==> config.mk <==
export PLATFORM = sky130hd
export DESIGN_NAME = rgb_to_hsl_converter
export DESIGN_NICKNAME = d
export VERILOG_FILES = /design/src/rtl/hsl_pkg.sv /design/src/rtl/hsl_front.sv /design/src/rtl/hsl_cell.sv /design/src/rtl/rgb_to_hsl_converter.sv
export SDC_FILE = /design/constraint.sdc
export NUM_CORES = 1
export LEC_CHECK = 0
export ABC_AREA = 1
export BUFFER_PORTS_ARGS = -buffer_cell sky130_fd_sc_hd__clkbuf_2
export CAP_MARGIN = 20
export CORE_MARGIN = 4
export CORE_UTILIZATION = 55
export CTS_CLUSTER_SIZE = 24
export DETAILED_ROUTE_END_ITERATION = 8
export PLACE_DENSITY_LB_ADDON = 0.08
export SLEW_MARGIN = 20
export SYNTH_ARGS = -nofsm -noshare
export SYNTH_HDL_FRONTEND = slang
export SYNTH_HIERARCHICAL = 1
export SYNTH_SLANG_ARGS = --single-unit
export TNS_END_PERCENT = 5
==> constraint.sdc <==
create_clock -name clk -period 2.1 [get_ports clk]
set_clock_uncertainty 0.2 [all_clocks]
set_input_delay 0.315 -clock clk [delete_from_list [all_inputs] [get_ports clk]]
set_output_delay 0.315 -clock clk [all_outputs]
set_load 0.1 [all_outputs]
==> src/rtl/hsl_pkg.sv <==
// ----------------------------------------------------------------------------
// HSL converter package
// Shared payload types, divider cell types and sizes.
// ----------------------------------------------------------------------------
package hsl_pkg;

    localparam int CHAN_W  = 8;
    localparam int QUOT_W  = 9;   // quotient bits, one divider cell each
    localparam int REM_W   = 11;  // partial remainder and divisor width
    localparam int NUM_W   = 11;  // hue numerator width
    localparam int LATENCY = QUOT_W + 2;

    typedef struct packed {
        logic [CHAN_W-1:0] red;
        logic [CHAN_W-1:0] green;
        logic [CHAN_W-1:0] blue;
    } rgb_pixel_t;

    typedef struct packed {
        logic [CHAN_W-1:0] hue;
        logic [CHAN_W-1:0] saturation;
        logic [CHAN_W-1:0] lightness;
    } hsl_result_t;

    typedef struct packed {
        logic [REM_W-1:0]  rem;
        logic [REM_W-1:0]  divisor;
        logic [QUOT_W-1:0] shift;   // dividend bits out, quotient bits in
    } div_lane_t;

    typedef struct packed {
        logic              gray;
        logic [CHAN_W-1:0] lightness;
        div_lane_t         sat;
        div_lane_t         hue;
    } stage_data_t;

endpackage

==> src/rtl/hsl_front.sv <==
// ----------------------------------------------------------------------------
// HSL front end
// Finds max and min, forms lightness and loads both divider lanes.
// ----------------------------------------------------------------------------
module hsl_front
    import hsl_pkg::*;
(
    input  logic        clk,
    input  logic        rst_n,
    input  logic        load,
    input  rgb_pixel_t  pixel,
    output logic        valid,
    output stage_data_t data
);

    logic [CHAN_W-1:0] mx;
    logic [CHAN_W-1:0] mn;
    logic [CHAN_W:0]   sum;
    logic [CHAN_W-1:0] delta;
    logic [REM_W-1:0]  delta_w;
    logic [REM_W-1:0]  delta6;
    logic [REM_W-1:0]  sat_div;
    logic [NUM_W-1:0]  hue_num;
    logic              valid_reg;
    stage_data_t       data_reg;
    stage_data_t       data_next;

    always_comb
    begin
        mx = pixel.red;
        mn = pixel.red;
        if (pixel.green > mx)
        begin
            mx = pixel.green;
        end
        if (pixel.blue > mx)
        begin
            mx = pixel.blue;
        end
        if (pixel.green < mn)
        begin
            mn = pixel.green;
        end
        if (pixel.blue < mn)
        begin
            mn = pixel.blue;
        end
    end

    assign sum     = {1'b0, mx} + {1'b0, mn};
    assign delta   = mx - mn;
    assign delta_w = {{(REM_W-CHAN_W){1'b0}}, delta};
    assign delta6  = (delta_w << 2) + (delta_w << 1);
    assign sat_div = sum[CHAN_W] ? (REM_W'(512) - REM_W'(sum)) : REM_W'(sum);

    always_comb
    begin
        priority if (pixel.red == mx)
        begin
            if (pixel.green >= pixel.blue)
            begin
                hue_num = NUM_W'(pixel.green) - NUM_W'(pixel.blue);
            end
            else
            begin
                hue_num = delta6 - (NUM_W'(pixel.blue) - NUM_W'(pixel.green));
            end
        end
        else if (pixel.green == mx)
        begin
            hue_num = (delta_w << 1) + NUM_W'(pixel.blue) - NUM_W'(pixel.red);
        end
        else
        begin
            hue_num = (delta_w << 2) + NUM_W'(pixel.red) - NUM_W'(pixel.green);
        end
    end

    always_comb
    begin
        data_next.gray        = (delta == '0);
        data_next.lightness   = sum[CHAN_W:1];
        data_next.sat.rem     = delta_w >> 1;
        data_next.sat.divisor = sat_div;
        data_next.sat.shift   = {delta[0], {(QUOT_W-1){1'b0}}};
        data_next.hue.rem     = REM_W'(hue_num >> 1);
        data_next.hue.divisor = delta6;
        data_next.hue.shift   = {hue_num[0], {(QUOT_W-1){1'b0}}};
    end

    always_ff @(posedge clk or negedge rst_n)
    begin
        if (!rst_n)
        begin
            valid_reg <= 1'b0;
        end
        else
        begin
            valid_reg <= load;
        end
    end

    always_ff @(posedge clk)
    begin
        data_reg <= data_next;
    end

    assign valid = valid_reg;
    assign data  = data_reg;

endmodule

==> src/rtl/hsl_cell.sv <==
// ----------------------------------------------------------------------------
// HSL divider cell
// One restoring division step on the saturation and hue lanes.
// ----------------------------------------------------------------------------
module hsl_cell
    import hsl_pkg::*;
(
    input  logic        clk,
    input  logic        rst_n,
    input  logic        valid_in,
    input  stage_data_t data_in,
    output logic        valid_out,
    output stage_data_t data_out
);

    function automatic div_lane_t div_step(input div_lane_t lane);
        logic [REM_W:0] trial;
        logic           ge;
        div_lane_t      res;
        trial       = {lane.rem, lane.shift[QUOT_W-1]};
        ge          = (trial >= {1'b0, lane.divisor});
        res.divisor = lane.divisor;
        res.rem     = ge ? REM_W'(trial - {1'b0, lane.divisor}) : trial[REM_W-1:0];
        res.shift   = {lane.shift[QUOT_W-2:0], ge};
        return res;
    endfunction

    logic        valid_reg;
    stage_data_t data_reg;
    stage_data_t data_next;

    always_comb
    begin
        data_next           = data_in;
        data_next.sat       = div_step(data_in.sat);
        data_next.hue       = div_step(data_in.hue);
    end

    always_ff @(posedge clk or negedge rst_n)
    begin
        if (!rst_n)
        begin
            valid_reg <= 1'b0;
        end
        else
        begin
            valid_reg <= valid_in;
        end
    end

    always_ff @(posedge clk)
    begin
        data_reg <= data_next;
    end

    assign valid_out = valid_reg;
    assign data_out  = data_reg;

endmodule

==> src/rtl/rgb_to_hsl_converter.sv <==
// ----------------------------------------------------------------------------
// RGB to HSL converter
// Converts one 8-bit RGB pixel per transaction into hue, saturation and
// lightness.
//
// Input: raise start with the pixel on pixel; the transaction is taken at
// any edge where start is high and busy is low. busy stays low, so a new
// pixel may enter on every clock.
// Output: done is high for one cycle with the result on result, once the
// pixel has passed one front-end stage, nine divider cells (one quotient
// bit each, shared by the saturation and hue lanes) and the output
// register. Throughput is one pixel per cycle.
// Results leave in the order the pixels entered. The receiver cannot stall
// the block and must take each result in its done cycle.
// Reset clears all valid flags; transactions in flight are dropped.
// ----------------------------------------------------------------------------
module rgb_to_hsl_converter
    import hsl_pkg::*;
(
    input  logic        clk,
    input  logic        rst_n,
    input  logic        start,
    output logic        busy,
    input  rgb_pixel_t  pixel,
    output logic        done,
    output hsl_result_t result
);

    logic        stage_valid [0:QUOT_W];
    stage_data_t stage_data  [0:QUOT_W];
    logic        done_reg;
    hsl_result_t result_reg;
    hsl_result_t result_next;
    stage_data_t last;

    assign busy = 1'b0;

    hsl_front u_front (
        .clk   (clk),
        .rst_n (rst_n),
        .load  (start && !busy),
        .pixel (pixel),
        .valid (stage_valid[0]),
        .data  (stage_data[0])
    );

    for (genvar i = 0; i < QUOT_W; i++)
    begin : g_cell
        hsl_cell u_cell (
            .clk       (clk),
            .rst_n     (rst_n),
            .valid_in  (stage_valid[i]),
            .data_in   (stage_data[i]),
            .valid_out (stage_valid[i+1]),
            .data_out  (stage_data[i+1])
        );
    end

    assign last = stage_data[QUOT_W];

    always_comb
    begin
        result_next.lightness = last.lightness;
        if (last.gray)
        begin
            result_next.hue        = '0;
            result_next.saturation = '0;
        end
        else
        begin
            result_next.hue        = last.hue.shift[QUOT_W-1] ? '1
                                                              : last.hue.shift[CHAN_W-1:0];
            result_next.saturation = last.sat.shift[QUOT_W-1] ? '1
                                                              : last.sat.shift[CHAN_W-1:0];
        end
    end

    always_ff @(posedge clk or negedge rst_n)
    begin
        if (!rst_n)
        begin
            done_reg <= 1'b0;
        end
        else
        begin
            done_reg <= stage_valid[QUOT_W];
        end
    end

    always_ff @(posedge clk)
    begin
        result_reg <= result_next;
    end

    assign done   = done_reg;
    assign result = result_reg;

`ifndef NO_ASSERTIONS
    a_done_follows_start: assert property (@(posedge clk) disable iff (!rst_n)
        done |-> $past(start, LATENCY))
        else $error("result without a matching transaction");

    a_gray_zero: assert property (@(posedge clk) disable iff (!rst_n)
        done && $past(pixel.red == pixel.green && pixel.green == pixel.blue, LATENCY)
        |-> result.hue == '0 && result.saturation == '0
            && result.lightness == $past(pixel.red, LATENCY))
        else $error("gray pixel gave nonzero hue or saturation");

    a_lightness_bound: assert property (@(posedge clk) disable iff (!rst_n)
        done && $past(pixel.red == 8'hFF && pixel.green == 8'hFF, LATENCY)
        |-> result.lightness >= 8'd127)
        else $error("lightness below the bright channel bound");
`endif

endmodule

# Yosys cells after proc, flatten, opt, wreduce, memory -nomap -nowiden
# Index checks and enable logic that the tools add are counted.
# Widths: inputs -> output; s select.
dict set report word_totals {
  ff_bits 608
  in_bits 27
  output_inout_bits 26
  wordCells 185
}
dict set report op_classes {
  add_sub_neg 27
  n_lt_le_gt_ge 23
  eq_ne 2
  n_mux 26
  reduce_logical 1
}
# op count
set op_table {}
lappend op_table {{$mux 11} 18}
lappend op_table {{$ge 12x11->1} 16}
lappend op_table {{$sub 11x11->11} 16}
lappend op_table {{$mux 8} 8}
lappend op_table {{$sub 11x8->11} 2}
lappend op_table {{$sub 8x8->9} 2}
lappend op_table {{$eq 8x8->1} 2}
lappend op_table {{$gt 8x8->1} 2}
lappend op_table {{$lt 8x8->1} 2}
lappend op_table {{$add 10x8->11} 1}
lappend op_table {{$add 10x9->11} 1}
lappend op_table {{$ge 11x11->1} 1}
lappend op_table {{$ge 8x11->1} 1}
lappend op_table {{$sub 10x9->11 const A} 1}
lappend op_table {{$sub 8x11->11} 1}
lappend op_table {{$add 9x8->10} 1}
lappend op_table {{$add 8x8->9} 1}
lappend op_table {{$ge 8x8->1} 1}
lappend op_table {{$logic_not 8->1} 1}
lappend op_table {{$sub 8x8->8} 1}

# Longest topological paths before layout
dict set report logic_depth {
  depth_word 9
  mapped_depth 47
  ltp_nobuf 46
}

# Hierarchy
# The synthesis kept the hierarchy.
# module n_inst cells_each area_each_um2
set modules_own_cells {}
lappend modules_own_cells {{hsl_cell (g_cell[2].u_cell ...)} 4 402 3369.5}
lappend modules_own_cells {{hsl_cell (g_cell[0].u_cell ...)} 4 402 3347.0}
lappend modules_own_cells {hsl_front 1 921 6446.2}
lappend modules_own_cells {{hsl_cell (g_cell[5].u_cell)} 1 402 3345.7}
lappend modules_own_cells {rgb_to_hsl_converter 1 63 703.2}

# Worst setup path after synthesis
# No wires, ideal clock.
dict set report synth_timing {
  path_type {input port to flip-flop}
  startpoint {in pixel[9] (netlist name)}
  endpoint {reg u_front.data_reg, in the netlist u_front/data[28]}
  setup_ns 0.116
  arrival_ns 6.444
  slack_ns -4.660
  stages 39
  path_cell_list {inv_1 > ha_1 > a21oi_1 > o21ai_1 > nand2_1 > nand2_2 > buf_2 > clkbuf_1 > o21ai_0 > inv_1 > ha_1 > a21oi_1 > nor2_1 > a211oi_1 > nand2_2 > o21ai_1 > ha_1 > inv_1 > (+3 left out) > fa_1 > inv_1 > a21oi_1 > nand2_1 > nand2_2 > nor2_4 > nand2_4 > nand3_1 > nand2_1 > ha_1 > nand2_1 > nor3_1 > nand3_1 > o2111ai_1 > xnor2_1 > nor2_1 > o21ai_0 > nand2_1}
}
# item line
set synth_lines {}
lappend synth_lines {{start: declaration} rgb_to_hsl_converter.sv:24} ;# input rgb_pixel_t pixel,
lappend synth_lines {{end signal: assignment} hsl_front.sv:105} ;# data_reg <= data_next;
lappend synth_lines {{end: declaration} hsl_front.sv:25} ;# stage_data_t data_reg;

==> results.txt <==
- Worst path slowest cell: sky130_fd_sc_hd__fa_2
- I/O pin total: 53
- Clock tree root buffer cell: sky130_fd_sc_hd__clkbuf_16
- For this run, the share of the core covered by cells in the final layout is 68.19%.
- The count of pins over their slew limit is 0.
* Max capacitance violation total: 0
- Area of all sequential standard cells: 13600 µm²
* Wire length of the first global-routing pass: 132.5 mm
* Max Root-Sink Buffers: 3
- Final-layout fill cell count: 5327
- At the pin with the least slew margin, the transition time is 636.3 ps.
- Height of the chip: 262.0 µm
- TritonCTS built the clock tree.
- In this run the worst setup path begins at pixel[11].
- Number of antenna violations at the first check in global routing: 0
* Most common cell after layout, fill and taps aside: sky130_fd_sc_hd__nand2_1
- Post-Synthesis Mean Instance Area: 8.147 µm²
- The most numerous cell type found on the critical path is sky130_fd_sc_hd__nand2_1.
* RSZ-0062 raised after global routing: yes
- Area of the multi-input gates: 19370 µm²
- Slowest Stage Delay on Critical Path: 410 ps
- In this run the critical register-to-register path is captured at g_cell[0].u_cell/data_out[53]$_DFF_P_.
* Floorplan core area: 63430 µm²
- In this run the number of H-tree levels came out at 3.
* Highest fanout seen on the critical path: 6
- Number of flip-flops in the largest register: 595
- Setup violations remaining at the end of the flow were counted as 59.
- Leaving out filler cells and counting taps, the final layout contains 5768.
* Worst setup slack after layout: -3244 ps
- Clock edge transition at the registers on the reported setup and hold paths: 60 ps
* Depth of the worst register-to-register path: 11
- Fraction of layout instances using a drive strength above 1: 26.31%
- The smallest clock period supported by the final layout is computed as 5344 ps.
* Endpoint of the worst setup timing path: u_front/data[28]$_DFF_P_
* Critical R2R Launch: u_front/data[10]$_DFF_P_
* Critical path arrival: 5640 ps
- The worst register-to-register path has a setup slack of -120 ps.
- For this run, design rule violations remaining after detail routing come to 0.
- Routability-driven placement finished with a final weighted congestion of 0.9503.
- In this run, the number of DRC markers left after iteration 0 of detailed routing was 1366.
* Data required time of the critical path: 2400 ps
- Final total negative setup slack: -97140 ps
- STA classifies the critical path startpoint as an input pin.
* Type of the setup path with the least slack: input pin to flop
* Number of nets in the finished design: 5234
* Relative slew margins: 57.52%
- Vias: 27957
- Syn. warnings: 6
- Detailed-routing iteration count for the pre-antenna-repair pass: 6
* Vias/cell: 4.847
* Type of element capturing the critical path: flop
* Number of routed nets with antenna violations: 0
* Layout area overhead: 21.92%
- Cell count after synthesis: 4354
- Number of hold violations in the final report: 0
- Total GRT Usage: 23.64%
- Post-placement cell count: 5602
- Number of sinks handled by clock tree synthesis: 676
- Final routed wirelength across all metal layers: 80.97 mm
* Antenna Cells: 0
* WL per Instance: 14.04 µm
* Initial Util: 55.93%
* Violations in the final reports: setup timing
* Die boundary width: 262.0 µm
- Clock latency on the worst-skew pair, taken at its later pin, is 610 ps.
* Pin count of the biggest net entering global routing: 18
* Most frequent cells in the layout: sky130_fd_sc_hd__nand2_1, sky130_fd_sc_hd__inv_1, sky130_fd_sc_hd__dfxtp_1
- TritonCTS created 70 clock buffers.
- The finished cells cover 43250 µm².
- Dpl hpwl: 64.59 mm
- Global routing finished with a remaining overflow of 0.
- Outcome: finished with violations
* Buffers on Ports: 51
- Combined area of all synthesized cells: 35470 µm²
* Placed cell area: 39400 µm²
- Achievable Freq: 187.1 MHz
- Die Footprint: 68630 µm²
- The final critical path takes up 254.5% of the cycle.
- Tightest Hold Check Type: input pin to flop
* Vias in the first global route: 27458
- Rows: 92
## metrics by stage
step	worst slack, ps	hold WS, ps
floorplan	-3913	-180.6
global placement	-3897	-8.374
detailed placement	-3988	-3.877
CTS	-3100	79.51
global route	-3512	110.6
finish	-3244	95.18
## worst min path at each step
| stage | from | endpoint | slack (ps) | cells past startpoint |
|---|---|---|---|---|
| 4_1_cts | pixel[16] | u_front/data[8]$_DFF_P_ | 80 | 6 |
| 5_1_grt | pixel[16] | u_front/data[8]$_DFF_P_ | 110 | 6 |
| 2_1_floorplan | rst_n | done$_DFF_PN0_ | -180 | 0 |
| 3_5_place_dp | rst_n | g_cell[0].u_cell/valid_out$_DFF_PN0_ | -4 | 1 |
| 6_report | pixel[16] | u_front/data[8]$_DFF_P_ | 100 | 6 |
| 3_3_place_gp | rst_n | g_cell[0].u_cell/valid_out$_DFF_PN0_ | -8 | 1 |
## layout make-up
type / count / area share (%)
Clock buffer: 86 / 4.423
Clock inverter: 36 / 1.417
Inverter: 760 / 6.659
Multi-Input combinational cell: 2865 / 44.80
Sequential cell: 676 / 31.44
Tap cell: 846 / 2.447
Timing Repair Buffer: 499 / 8.820
## per-layer routing
layer | track usage (%) | vias to the layer above | share of wire (%)
li1 | - | 14743 | -
met1 | 30.51 | 12556 | 46
met2 | 41.43 | 509 | 48
met3 | 2.843 | 149 | 3.7
met4 | 7.612 | 0 | 2.7
met5 | 0 | - | 0
## worst max-delay path: cells and delay by family
kind / cells / cell delay [ps]
XOR/XNOR: 1 / 240
AND/OR/NAND/NOR: 17 / 1300
adder cells (fa/ha/maj): 6 / 1870
buffers and inverters: 8 / 760
AO/OA/AOI/OAI: 7 / 1170
## what timing repair did
item                       in CTS  in global routing
cloned                          1                  2
pin swaps                      54                 62
setup endpoints to repair      81                224
hold endpoints to repair       12                  0
hold buffers                    3                  0
buffers inserted               30                 15
gates resized for setup       105                143
Power is left out: the tool's default activity adds up to more than one toggle a clock period on the data nets, which glitch-free logic cannot reach.
